`config.mk`:
```
export PLATFORM = sky130hd
export DESIGN_NAME = rgb_to_hsv_converter_top
export DESIGN_NICKNAME = d
export VERILOG_FILES = /design/src/rtl/rhsv_pkg.sv /design/src/rtl/rgb_to_hsv_converter_top.sv /design/src/rtl/rhsv_front.sv /design/src/rtl/rhsv_divider.sv /design/src/rtl/rhsv_back.sv
export SDC_FILE = /design/constraint.sdc
export NUM_CORES = 1
export LEC_CHECK = 0
export ABC_AREA = 1
export ABC_CLOCK_PERIOD_IN_PS = 10550
export BUFFER_PORTS_ARGS = -buffer_cell sky130_fd_sc_hd__buf_4
export CAP_MARGIN = 20
export CORE_UTILIZATION = 67
export DETAILED_ROUTE_END_ITERATION = 6
export PLACE_DENSITY = 0.84
export SLEW_MARGIN = 20
export SYNTH_ARGS = -nofsm -noshare
export SYNTH_HDL_FRONTEND = slang
export SYNTH_SLANG_ARGS = --single-unit
```
`constraint.sdc`:
```
create_clock -name clk -period 10.55 [get_ports clk]
set_input_delay 0.5275 -clock clk [delete_from_list [all_inputs] [get_ports clk]]
set_output_delay 0.5275 -clock clk [all_outputs]
set_load 0.01 [all_outputs]
```
`src/rtl/rhsv_pkg.sv`:
```
// Shared constants, sector codes and the divider pipeline word for the RGB to HSV converter.
// No dependencies; every other file of the converter refers to this package by scoped names.
`timescale 1ns / 1ps

package rhsv_pkg;

	// Component and hue scaling.
	localparam int COMPONENT_BITS    = 8;
	localparam int HUE_FRACTION_BITS = 4;
	localparam int COMP_MAX          = (1 << COMPONENT_BITS) - 1;
	localparam int HUE_SIXTY         = 60 * (1 << HUE_FRACTION_BITS);
	localparam int HUE_FULL_TURN     = 6 * HUE_SIXTY;

	// Output hue port width.
	localparam int HUE_W = 13;

	// Quotient and dividend widths of the two dividers.
	localparam int HUE_Q_W    = $clog2(HUE_SIXTY + 1);
	localparam int HUE_NUM_W  = COMPONENT_BITS + HUE_Q_W;
	localparam int SAT_NUM_W  = 2 * COMPONENT_BITS;
	localparam int HUE_CALC_W = HUE_Q_W + 4;

	// One quotient bit per stage for both dividers at once.
	localparam int DIV_STAGES = (HUE_Q_W > COMPONENT_BITS) ? HUE_Q_W : COMPONENT_BITS;

	// Edges from the accepting edge to the edge that takes the result.
	localparam int LATENCY = DIV_STAGES + 3;

	// Hue sector: which component is the largest.
	typedef enum logic [1:0] {
		SECTOR_RED,
		SECTOR_GREEN,
		SECTOR_BLUE
	} sector_t;

	// Word that travels down the divider pipeline.
	typedef struct packed {
		logic [HUE_NUM_W-1:0]      hue_rem;
		logic [COMPONENT_BITS-1:0] hue_den;
		logic [HUE_Q_W-1:0]        hue_q;
		logic [SAT_NUM_W-1:0]      sat_rem;
		logic [COMPONENT_BITS-1:0] sat_den;
		logic [COMPONENT_BITS-1:0] sat_q;
		logic                      neg;
		sector_t                   sector;
		logic [COMPONENT_BITS-1:0] val;
		logic                      defined;
	} div_word_t;

endpackage

```
`src/rtl/rgb_to_hsv_converter_top.sv`:
```
// An accepted word passes the front-end stages, the divider stages and the output register.
// Throughput: one pixel per clock; busy stays low because the result side never stalls.
// The divider pipeline sets the depth: a hue and a saturation bit per stage until each is done.
// Reset clears every valid bit at once; no word in flight survives a reset.
// Depends on rhsv_pkg, rhsv_front, rhsv_divider and rhsv_back.
`timescale 1ns / 1ps

module rgb_to_hsv_converter_top (
	input  logic                                clk,
	input  logic                                arst_n,
	input  logic                                start,
	output logic                                busy,
	input  logic [rhsv_pkg::COMPONENT_BITS-1:0] red,
	input  logic [rhsv_pkg::COMPONENT_BITS-1:0] green,
	input  logic [rhsv_pkg::COMPONENT_BITS-1:0] blue,
	output logic                                done,
	output logic [rhsv_pkg::HUE_W-1:0]          hue,
	output logic [rhsv_pkg::COMPONENT_BITS-1:0] saturation,
	output logic [rhsv_pkg::COMPONENT_BITS-1:0] brightness,
	output logic                                hue_defined
);

	// The pipeline advances every cycle, so a new pixel is always welcome.
	assign busy = 1'b0;

	logic                accept;
	logic                front_valid, div_valid;
	rhsv_pkg::div_word_t front_word, div_word;

	assign accept = start & ~busy;

	rhsv_front u_front (
		.clk      (clk),
		.arst_n   (arst_n),
		.in_valid (accept),
		.red      (red),
		.green    (green),
		.blue     (blue),
		.valid_s2 (front_valid),
		.word_s2  (front_word)
	);

	rhsv_divider u_divider (
		.clk       (clk),
		.arst_n    (arst_n),
		.in_valid  (front_valid),
		.in_word   (front_word),
		.out_valid (div_valid),
		.out_word  (div_word)
	);

	rhsv_back u_back (
		.clk         (clk),
		.arst_n      (arst_n),
		.in_valid    (div_valid),
		.in_word     (div_word),
		.done        (done),
		.hue         (hue),
		.saturation  (saturation),
		.brightness  (brightness),
		.hue_defined (hue_defined)
	);

	// Every accepted pixel leaves after exactly the pipeline latency.
	a_latency: assert property (@(posedge clk) disable iff (!arst_n)
		accept |-> ##(rhsv_pkg::LATENCY) done)
		else $error("accepted pixel did not produce a result at the expected edge");

	// A colored pixel always has nonzero saturation.
	a_sat_nonzero: assert property (@(posedge clk) disable iff (!arst_n)
		(done && hue_defined) |-> (saturation != '0))
		else $error("defined hue with zero saturation");

	// A grey pixel reports zero hue and zero saturation.
	a_grey: assert property (@(posedge clk) disable iff (!arst_n)
		(done && !hue_defined) |-> (hue == '0 && saturation == '0))
		else $error("grey pixel with nonzero hue or saturation");

	// Hue stays below one full turn after the wrap.
	a_hue_range: assert property (@(posedge clk) disable iff (!arst_n)
		done |-> (hue < rhsv_pkg::HUE_W'(rhsv_pkg::HUE_FULL_TURN)))
		else $error("hue outside one full turn");

endmodule

```
`src/rtl/rhsv_front.sv`:
```
// Front end of the RGB to HSV converter: max, min, sector and difference, then spread and dividends.
// Depends on rhsv_pkg for widths, sector codes and the divider word type.
`timescale 1ns / 1ps

module rhsv_front (
	input  logic                               clk,
	input  logic                               arst_n,
	input  logic                               in_valid,
	input  logic [rhsv_pkg::COMPONENT_BITS-1:0] red,
	input  logic [rhsv_pkg::COMPONENT_BITS-1:0] green,
	input  logic [rhsv_pkg::COMPONENT_BITS-1:0] blue,
	output logic                               valid_s2,
	output rhsv_pkg::div_word_t                word_s2
);

	localparam int CB  = rhsv_pkg::COMPONENT_BITS;
	localparam int HNW = rhsv_pkg::HUE_NUM_W;
	localparam int SNW = rhsv_pkg::SAT_NUM_W;

	// Stage 1 combinational: largest, smallest, sector and signed difference.
	logic [CB-1:0]          mx, mn;
	rhsv_pkg::sector_t      sector;
	logic signed [CB:0]     diff;

	always_comb begin
		if (red >= green && red >= blue) begin
			sector = rhsv_pkg::SECTOR_RED;
			mx     = red;
			diff   = $signed({1'b0, green}) - $signed({1'b0, blue});
		end else if (green >= blue) begin
			sector = rhsv_pkg::SECTOR_GREEN;
			mx     = green;
			diff   = $signed({1'b0, blue}) - $signed({1'b0, red});
		end else begin
			sector = rhsv_pkg::SECTOR_BLUE;
			mx     = blue;
			diff   = $signed({1'b0, red}) - $signed({1'b0, green});
		end
		mn = red;
		if (green < mn) begin
			mn = green;
		end
		if (blue < mn) begin
			mn = blue;
		end
	end

	// Stage 1 registers.
	logic                   valid_s1;
	logic [CB-1:0]          mx_s1, mn_s1;
	rhsv_pkg::sector_t      sector_s1;
	logic signed [CB:0]     diff_s1;

	always_ff @(posedge clk or negedge arst_n) begin
		if (!arst_n) begin
			valid_s1 <= 1'b0;
		end else begin
			valid_s1 <= in_valid;
		end
	end

	always_ff @(posedge clk) begin
		mx_s1     <= mx;
		mn_s1     <= mn;
		sector_s1 <= sector;
		diff_s1   <= diff;
	end

	// Stage 2 combinational: spread, magnitude of the difference and both dividends.
	logic [CB-1:0]  delta;
	logic [CB:0]    diff_abs_w;
	logic [CB-1:0]  diff_abs;
	logic           neg;
	rhsv_pkg::div_word_t word;

	always_comb begin
		delta      = mx_s1 - mn_s1;
		neg        = diff_s1[CB];
		diff_abs_w = neg ? $unsigned(-diff_s1) : $unsigned(diff_s1);
		diff_abs   = diff_abs_w[CB-1:0];

		word         = '0;
		word.hue_rem = HNW'(diff_abs) * HNW'(rhsv_pkg::HUE_SIXTY);
		word.hue_den = delta;
		word.sat_rem = (SNW'(delta) << CB) - SNW'(delta);
		word.sat_den = mx_s1;
		word.neg     = neg;
		word.sector  = sector_s1;
		word.val     = mx_s1;
		word.defined = (delta != '0);
	end

	// Stage 2 registers.
	always_ff @(posedge clk or negedge arst_n) begin
		if (!arst_n) begin
			valid_s2 <= 1'b0;
		end else begin
			valid_s2 <= valid_s1;
		end
	end

	always_ff @(posedge clk) begin
		word_s2 <= word;
	end

endmodule

```
`src/rtl/rhsv_divider.sv`:
```
// Pipelined restoring divider pair: one quotient bit of saturation and of hue per stage until each is complete.
// Depends on rhsv_pkg for the divider word type and the stage count.
`timescale 1ns / 1ps

module rhsv_divider (
	input  logic                clk,
	input  logic                arst_n,
	input  logic                in_valid,
	input  rhsv_pkg::div_word_t in_word,
	output logic                out_valid,
	output rhsv_pkg::div_word_t out_word
);

	localparam int DS  = rhsv_pkg::DIV_STAGES;
	localparam int CB  = rhsv_pkg::COMPONENT_BITS;
	localparam int QW  = rhsv_pkg::HUE_Q_W;
	localparam int HNW = rhsv_pkg::HUE_NUM_W;
	localparam int SNW = rhsv_pkg::SAT_NUM_W;

	logic                valid_s [DS];
	rhsv_pkg::div_word_t div_s   [DS];

	for (genvar k = 0; k < DS; k++) begin : g_step
		rhsv_pkg::div_word_t cur, nxt;
		logic                cur_valid;
		logic [HNW-1:0]      hue_rem_n;
		logic [QW-1:0]       hue_q_n;
		logic [SNW-1:0]      sat_rem_n;
		logic [CB-1:0]       sat_q_n;

		// Stage input: the block input for the first step, the previous stage otherwise.
		if (k == 0) begin : g_first
			assign cur       = in_word;
			assign cur_valid = in_valid;
		end else begin : g_next
			assign cur       = div_s[k-1];
			assign cur_valid = valid_s[k-1];
		end

		// Hue quotient bit, most significant first.
		if (k < QW) begin : g_hue
			localparam int HSH = QW - 1 - k;
			logic [HNW-1:0] hue_sub;
			assign hue_sub = HNW'(cur.hue_den) << HSH;
			always_comb begin
				hue_rem_n = cur.hue_rem;
				hue_q_n   = cur.hue_q;
				if (cur.hue_rem >= hue_sub) begin
					hue_rem_n     = cur.hue_rem - hue_sub;
					hue_q_n[HSH]  = 1'b1;
				end
			end
		end else begin : g_hue_idle
			assign hue_rem_n = cur.hue_rem;
			assign hue_q_n   = cur.hue_q;
		end

		// Saturation quotient bit, most significant first.
		if (k < CB) begin : g_sat
			localparam int SSH = CB - 1 - k;
			logic [SNW-1:0] sat_sub;
			assign sat_sub = SNW'(cur.sat_den) << SSH;
			always_comb begin
				sat_rem_n = cur.sat_rem;
				sat_q_n   = cur.sat_q;
				if (cur.sat_rem >= sat_sub) begin
					sat_rem_n     = cur.sat_rem - sat_sub;
					sat_q_n[SSH]  = 1'b1;
				end
			end
		end else begin : g_sat_idle
			assign sat_rem_n = cur.sat_rem;
			assign sat_q_n   = cur.sat_q;
		end

		// Merge the updated divider fields into the word.
		always_comb begin
			nxt         = cur;
			nxt.hue_rem = hue_rem_n;
			nxt.hue_q   = hue_q_n;
			nxt.sat_rem = sat_rem_n;
			nxt.sat_q   = sat_q_n;
		end

		// Stage registers.
		always_ff @(posedge clk or negedge arst_n) begin
			if (!arst_n) begin
				valid_s[k] <= 1'b0;
			end else begin
				valid_s[k] <= cur_valid;
			end
		end

		always_ff @(posedge clk) begin
			div_s[k] <= nxt;
		end
	end

	assign out_valid = valid_s[DS-1];
	assign out_word  = div_s[DS-1];

endmodule

```
`src/rtl/rhsv_back.sv`:
```
// Back end of the RGB to HSV converter: hue assembly with wrap, grey handling and output registers.
// Depends on rhsv_pkg for widths, sector codes and the divider word type.
`timescale 1ns / 1ps

module rhsv_back (
	input  logic                                clk,
	input  logic                                arst_n,
	input  logic                                in_valid,
	input  rhsv_pkg::div_word_t                 in_word,
	output logic                                done,
	output logic [rhsv_pkg::HUE_W-1:0]          hue,
	output logic [rhsv_pkg::COMPONENT_BITS-1:0] saturation,
	output logic [rhsv_pkg::COMPONENT_BITS-1:0] brightness,
	output logic                                hue_defined
);

	localparam int HCW = rhsv_pkg::HUE_CALC_W;
	localparam int HW  = rhsv_pkg::HUE_W;

	localparam logic signed [HCW-1:0] BASE_GREEN = HCW'(2 * rhsv_pkg::HUE_SIXTY);
	localparam logic signed [HCW-1:0] BASE_BLUE  = HCW'(4 * rhsv_pkg::HUE_SIXTY);
	localparam logic signed [HCW-1:0] FULL_TURN  = HCW'(rhsv_pkg::HUE_FULL_TURN);

	// Sector base plus or minus the quotient, wrapped once into a full turn.
	logic signed [HCW-1:0] base, mag, sum;

	always_comb begin
		unique case (in_word.sector)
			rhsv_pkg::SECTOR_RED:   base = '0;
			rhsv_pkg::SECTOR_GREEN: base = BASE_GREEN;
			rhsv_pkg::SECTOR_BLUE:  base = BASE_BLUE;
			default:                base = '0;
		endcase
		mag = $signed(HCW'(in_word.hue_q));
		sum = in_word.neg ? (base - mag) : (base + mag);
		if (sum < 0) begin
			sum = sum + FULL_TURN;
		end
	end

	// Output registers; a grey pixel forces hue and saturation to zero.
	always_ff @(posedge clk or negedge arst_n) begin
		if (!arst_n) begin
			done <= 1'b0;
		end else begin
			done <= in_valid;
		end
	end

	always_ff @(posedge clk) begin
		hue         <= in_word.defined ? HW'($unsigned(sum)) : '0;
		saturation  <= in_word.defined ? in_word.sat_q : '0;
		brightness  <= in_word.val;
		hue_defined <= in_word.defined;
	end

endmodule

```
==> metrics.md, run 1 <==
| Metric | Value |
|---|---|
| Synth cell types | `63` |
| CTS Sinks | `644` |
| Total negative setup slack | `0 ns` |
| Worst Path Class, Setup | `flop to flop` |
| Clock Latency Late Sink | `0.61 ns` |
| Fmax achieved | `255 MHz` |
| Starting Density | `0.684` |
| Buffers on Ports | `57` |
| Vias in the first global route | `20,200` |
| Max_slew headroom | `0.298` |
| Wire per inst | `14.6 um` |
| Post-synth EDFFs | `0` |
| Synth Warn # | `0` |
| Run status | `completed` |
| Mapped Nets | `3,280` |
| Area Growth Syn to Fin | `11.8%` |
| Critical Path Fanout Max | `4` |
| Total gr overflow | `0` |
| Skew final | `0.0135 ns` |
| Slew Limit Fails | `0` |
| Root Buffer | `clkbuf_16` |
| Asr flop ratio synth | `0.0202` |
| Cell area after synthesis | `0.0266 sq mm` |
| Maximum buffer depth of the clock tree | `3` |
| Filler instances | `2,570` |
| Area of the multi-input gates | `0.0117 sq mm` |
| Share of the yosys chip area belonging to registers | `0.487` |
| Routed via count | `19,400` |
| Global Route met2 Usage | `0.534` |
| RSZ-0062 raised after global routing | `false` |
| First-pass GRT wire length | `90.4 mm` |
| Mean post-synth cell area | `8.84 sq um` |
| Yosys top cell area share | `0.474` |
| Met3 Track Usage GR | `0.0397` |
| Largest net degree at the start of global routing | `34` |
| Final Setup Violations | `0` |
| Most Crowded Layer GR | `met2` |
| Final worst path period need | `3.92 ns` |
| Tcrit/Tclk final | `0.372` |
| CTS tree | `built` |
| Reg clk slew, reported paths | `0.06 ns` |
| Drt via density | `5.28` |
| Number of diodes | `0` |
| Inserted Clock Buffers | `60` |
| Register area | `0.0130 sq mm` |
| Biggest area consumer among synthesized cells | `dfxtp_1` |
| NumNets Final | `3,372` |
| Met1 usage | `0.271` |
| DRT iter0 DRCs | `1,048` |
| Worst-margin pin slew | `1.05 ns` |
| Commonest non-fill, non-tap cell in the layout | `dfxtp_1` |
| Core area | `0.0389 sq mm` |
| Initial DRT Pass Iterations | `5` |
| Antenna-violating nets left | `0` |
| Crit end category | `flop` |
| Detailed placement HPWL | `39.7 mm` |
| WL final | `53.6 mm` |
| Flops & latches, synth | `644` |
| Die height | `201 um` |
| Final Wtd Congestion | `0.940` |
| Post-Syn Instances | `3,011` |
| Die X | `201 um` |
| CP Launch Type | `flop` |
| # Post-CTS Setup Buffers | `0` |
| Synth area leaders | `dfxtp_1 47%, ha_1 10%, nand2_1 7.0%` |
| Max-cap viol count | `0` |
| Htree depth | `2` |
| Hold Crit Class | `input pin to flop` |
| Worst path arrival time | `4.46 ns` |
| FP Rows | `72` |
| Antenna violations before repair | `0` |
| Share of layout cells above drive strength 1 | `0.0774` |
| Total GRT Usage | `0.269` |
| Hold Fails Final Rpt | `0` |
| Most frequent cells in the layout | `631 x dfxtp_1, 495 x nand2_1, 476 x inv_1` |
| Critical path required time | `11.09 ns` |
| Ports | `59` |
| Main synth FF type | `dfxtp_1` |
| DRC viols | `0` |
| Die ar. | `0.0405 sq mm` |
final timing paths:
path	startpoint	to	cells past startpoint	slack, ns
min in group asynchronous	arst_n	u_divider.g_step[7].cur_valid	2	0.29
min reg2reg	u_divider.div_s[5][48]	u_divider.div_s[6][48]	0	0.32
max	u_front.diff_s1[0]	u_front.word_s2[78]	17	6.63
min	blue[6]	u_front.mn_s1[6]	3	0.20
max reg2reg	u_front.diff_s1[0]	u_front.word_s2[78]	17	6.63
max in group asynchronous	arst_n	u_divider.out_valid	2	10.09
stage by stage:
stage | cells | util | setup slack, ns | cell area (sq um) | hold WS [ns]
finish | 3669 | 0.765 | 6.63 | 29800 | 0.203
global route | 3669 | 0.765 | 6.31 | 29800 | 0.192
CTS | 3669 | 0.764 | 6.66 | 29700 | 0.173
detailed placement | 3557 | 0.708 | 6.61 | 27500 | 0.312
global placement | 3557 | 0.708 | 6.67 | 27500 | 0.310
floorplan | 3011 | - | 7.03 | 26600 | 0.232
state kept, by name, indices dropped and copies added (netlist names), 9 cells and up:
| register | cells |
|---|---|
| u_back.hue | 13 |
| u_divider.div_s | 527 |
| u_divider.g_step.cur_valid | 9 |
| u_front.diff_s1 | 9 |
| u_front.word_s2 | 47 |
cells by family after synthesis:
logic type / share of synthesized area
other: 0.000141
buffers and inverters: 0.0756
adder cells (fa/ha/maj): 0.122
AO/OA/AOI/OAI: 0.103
flip-flops: 0.487
AND/OR/NAND/NOR: 0.155
XOR/XNOR: 0.0573
synthesized netlist by cell type, types with 22 or more instances:
| cell | count |
|---|---|
| a21oi_1 | 180 |
| nor2_1 | 210 |
| nand2_1 | 495 |
| inv_1 | 476 |
| ha_1 | 214 |
| nand4_1 | 33 |
| o21ai_1 | 41 |
| nand3_1 | 98 |
| xor2_1 | 104 |
| fa_1 | 28 |
| dfxtp_1 | 631 |
| xnor2_1 | 67 |
| nor3_1 | 41 |
| or2_2 | 22 |
| o21ai_0 | 134 |
area by class of cell:
type                    instances  area share
flip-flops and latches        644       0.435
clock inverters                24      0.0132
clock buffers                  86      0.0602
repair buffers                 61      0.0156
multi-input cells            1848       0.392
inverters                     488      0.0616
well taps                     518      0.0218
layer usage:
metal / vias up / share of wire
met4: 0 / 0.041
met1: 8877 / 0.38
met3: 151 / 0.034
met5: - / 0
met2: 458 / 0.54
li1: 9868 / -
timing repair:
| action | 4_1_cts | 5_1_grt |
|---|---|---|
| resized for setup | 0 | 0 |
| endpoints found under the hold margin | 14 | 0 |
| hold buffers | 2 | 0 |
critical path, cell delays in order (launching register included):
cell	delay, ns
dfxtp_1	0.39
inv_1	0.11
ha_1	0.23
inv_1	0.08
nand2_1	0.06
xor2_1	0.29
inv_1	0.14
fa_1	0.51
fa_1	0.55
inv_1	0.07
fa_1	0.46
nand3_1	0.10
nand3_1	0.10
a21o_1	0.18
a21oi_1	0.19
o21bai_1	0.09
a21oi_1	0.16
xnor2_1	0.14
Power of run 1 is not shown: default switching activity piles up to over one toggle a cycle in this logic, so the estimate is an artifact.
==> run 2, diff against run 1 <==
Settings changed: ABC_CLOCK_PERIOD_IN_PS 10550 to 3650, CORE_UTILIZATION 67 to 62, PLACE_DENSITY 0.84 to 0.79.
Clock period 10.55 ns to 3.65 ns, I/O delays scaled along.
==> run 2 against run 1 <==
Clock skew grew 0.0042 ns. Fmax up 11%. Global-route usage fell by 2.7 points.
==> metrics.md, run 2 (same netlist as run 1, synthesis figures left out) <==
| Metric | Value |
|---|---|
| Run status | `completed` |
| Worst Path Class, Setup | `flop to flop` |
| Core area | `0.0421 sq mm` |
| Buffers on Ports | `57` |
| RSZ-0062 raised after global routing | `true` |
| Max_slew headroom | `0.479` |
| Worst-margin pin slew | `0.779 ns` |
| Top reg by flops | `u_divider.div_s` |
| Slowest stage delay, CP | `0.52 ns` |
| Final Non-Filler Cells | `3,738` |
| Critical-path top delay cell | `fa_1` |
| Metal3 WL | `1.63 mm` |
| Largest net degree at the start of global routing | `25` |
| Detailed placement HPWL | `39.6 mm` |
| Max FFs per register | `527` |
| Wire per inst | `14.0 um` |
| Most frequent cells in the layout | `629 x dfxtp_1, 495 x nand2_1, 474 x inv_1` |
| Hold Fails Final Rpt | `0` |
| DRT iter0 DRCs | `908` |
| Clock Latency Late Sink | `0.62 ns` |
| FP Rows | `75` |
| Max Used Layer | `met4` |
| Reg clk slew, reported paths | `0.06 ns` |
| Max-cap viol count | `0` |
| Commonest non-fill, non-tap cell in the layout | `dfxtp_1` |
| Design area | `0.0303 sq mm` |
| Root Buffer | `clkbuf_16` |
| CP Launch Type | `flop` |
| Fmax achieved | `283 MHz` |
| Total gr overflow | `0` |
| Skew final | `0.0177 ns` |
| Initial DRT Pass Iterations | `7` |
| NumNets Final | `3,418` |
| Routed via count | `19,300` |
| Starting Density | `0.632` |
| Wl on met1 | `20.4 mm` |
| Inserted Clock Buffers | `61` |
| Die X | `209 um` |
| Area Growth Syn to Fin | `13.6%` |
| Die ar. | `0.0438 sq mm` |
| Critical path required time | `4.20 ns` |
| Final worst path period need | `3.53 ns` |
| Antenna violations before repair | `0` |
| First-pass GRT wire length | `87.5 mm` |
| CTS tree | `built` |
| Ports | `59` |
| Placed cells | `3,591` |
| Final Setup Violations | `0` |
| DR WL met2 | `27.7 mm` |
| Crit end category | `flop` |
| Top delay family on crit path | `adder cells` |
| Critical Path Fanout Max | `5` |
| Drt via density | `5.17` |
| CTS Sinks | `644` |
| Tcrit/Tclk final | `0.967` |
| Final Wtd Congestion | `0.938` |
| Total GRT Usage | `0.242` |
| Cell Area, Placed | `0.0277 sq mm` |
| Maximum buffer depth of the clock tree | `3` |
| Antenna-violating nets left | `0` |
| Vias in the first global route | `19,600` |
| Die height | `209 um` |
| Slew Limit Fails | `0` |
| Hold Crit Class | `input pin to flop` |
| Biggest regs | `u_divider.div_s x527, u_front.word_s2 x47, u_back.hue x13` |
| Number of diodes | `0` |
| Worst path cell trace | `inv_1 -> ha_1 -> inv_2 -> nand2_1 -> xor2_2 -> buf_4 -> ha_1 -> xnor2_2 -> fa_1 -> inv_1 -> ha_4 -> a21oi_2 -> o21ai_0 -> a21oi_1 -> nor2_1 -> nor2_1 -> nor2_1 -> nor2_1 -> xnor2_1` |
| Htree depth | `2` |
| Share of layout cells above drive strength 1 | `0.0882` |
| WL final | `52.4 mm` |
| Worst path arrival time | `4.08 ns` |
| DRC viols | `0` |
| Cell mode on critical path | `nor2_1` |
| Buf/Inv on CP | `4` |
-- run 2: cell types whose count changed in the layout (fill, tap and decap cells not counted), sizes merged --
cell,previous run,this run
buf,59,75
bufinv,10,8
clkbuf,86,84
clkinv,11,17
clkinvlp,5,3
dlygate4sd3,2,31
inv,486,489
-- run 2: timing repair --
| item | CTS | global route |
|---|---|---|
| resized for setup | 3 | 19 |
| hold buffers | 31 | 0 |
| pin swaps | 4 | 6 |
| setup endpoints to repair | 3 | 4 |
| setup buffers | 3 | 0 |
| endpoints found under the hold margin | 31 | 0 |
-- run 2: metrics by stage --
stage               hold WS, ns  setup WS [ns]  TNS [ns]  utilization
floorplan                -0.113          0.132         0            -
global placement         0.0280         0.0769         0        0.657
detailed placement       0.0419        -0.0920    -0.114        0.657
CTS                     0.00516         0.0279         0        0.716
global route             0.0296        -0.0765    -0.181        0.718
finish                   0.0293          0.119         0        0.718
-- run 2: routing by layer --
metal  track usage  vias to the layer above
met5             0                        -
met4         0.128                        0
met3        0.0374                      163
met2         0.471                      407
met1         0.245                     8799
li1              -                     9964
-- run 2: layout make-up --
class / instances / area, sq um
sequential: 644 / 13000
fill: 3068 / 11900
multi-input combinational: 1848 / 11800
inverter: 488 / 1830
clock buffer: 84 / 1750
timing repair buffer: 106 / 873
tap: 539 / 674
clock inverter: 29 / 390
-- run 2: worst paths after layout --
path | from | to | slack, ns | cells past startpoint
worst min-delay path | green[7] | u_front.mn_s1[7] | 0.03 | 5
min in group asynchronous | arst_n | u_divider.g_step[3].cur_valid | 0.67 | 3
worst min register to register | u_divider.div_s[5][0] | u_divider.div_s[6][0] | 0.32 | 0
max in group asynchronous | arst_n | u_front.valid_s1 | 2.57 | 3
worst max-delay path | u_front.diff_s1[0] | u_front.word_s2[77] | 0.12 | 19
worst max register to register | u_front.diff_s1[0] | u_front.word_s2[77] | 0.12 | 19
-- run 2: tightest hold or removal path: cells and delay by family --
kind | cells | cell delay, ns
AOI/OAI and AO/OA | 1 | 0.13
buffers and inverters | 2 | 0.20
and+or+nand+nor | 2 | 0.10
Power of run 2 is left out for the same reason.
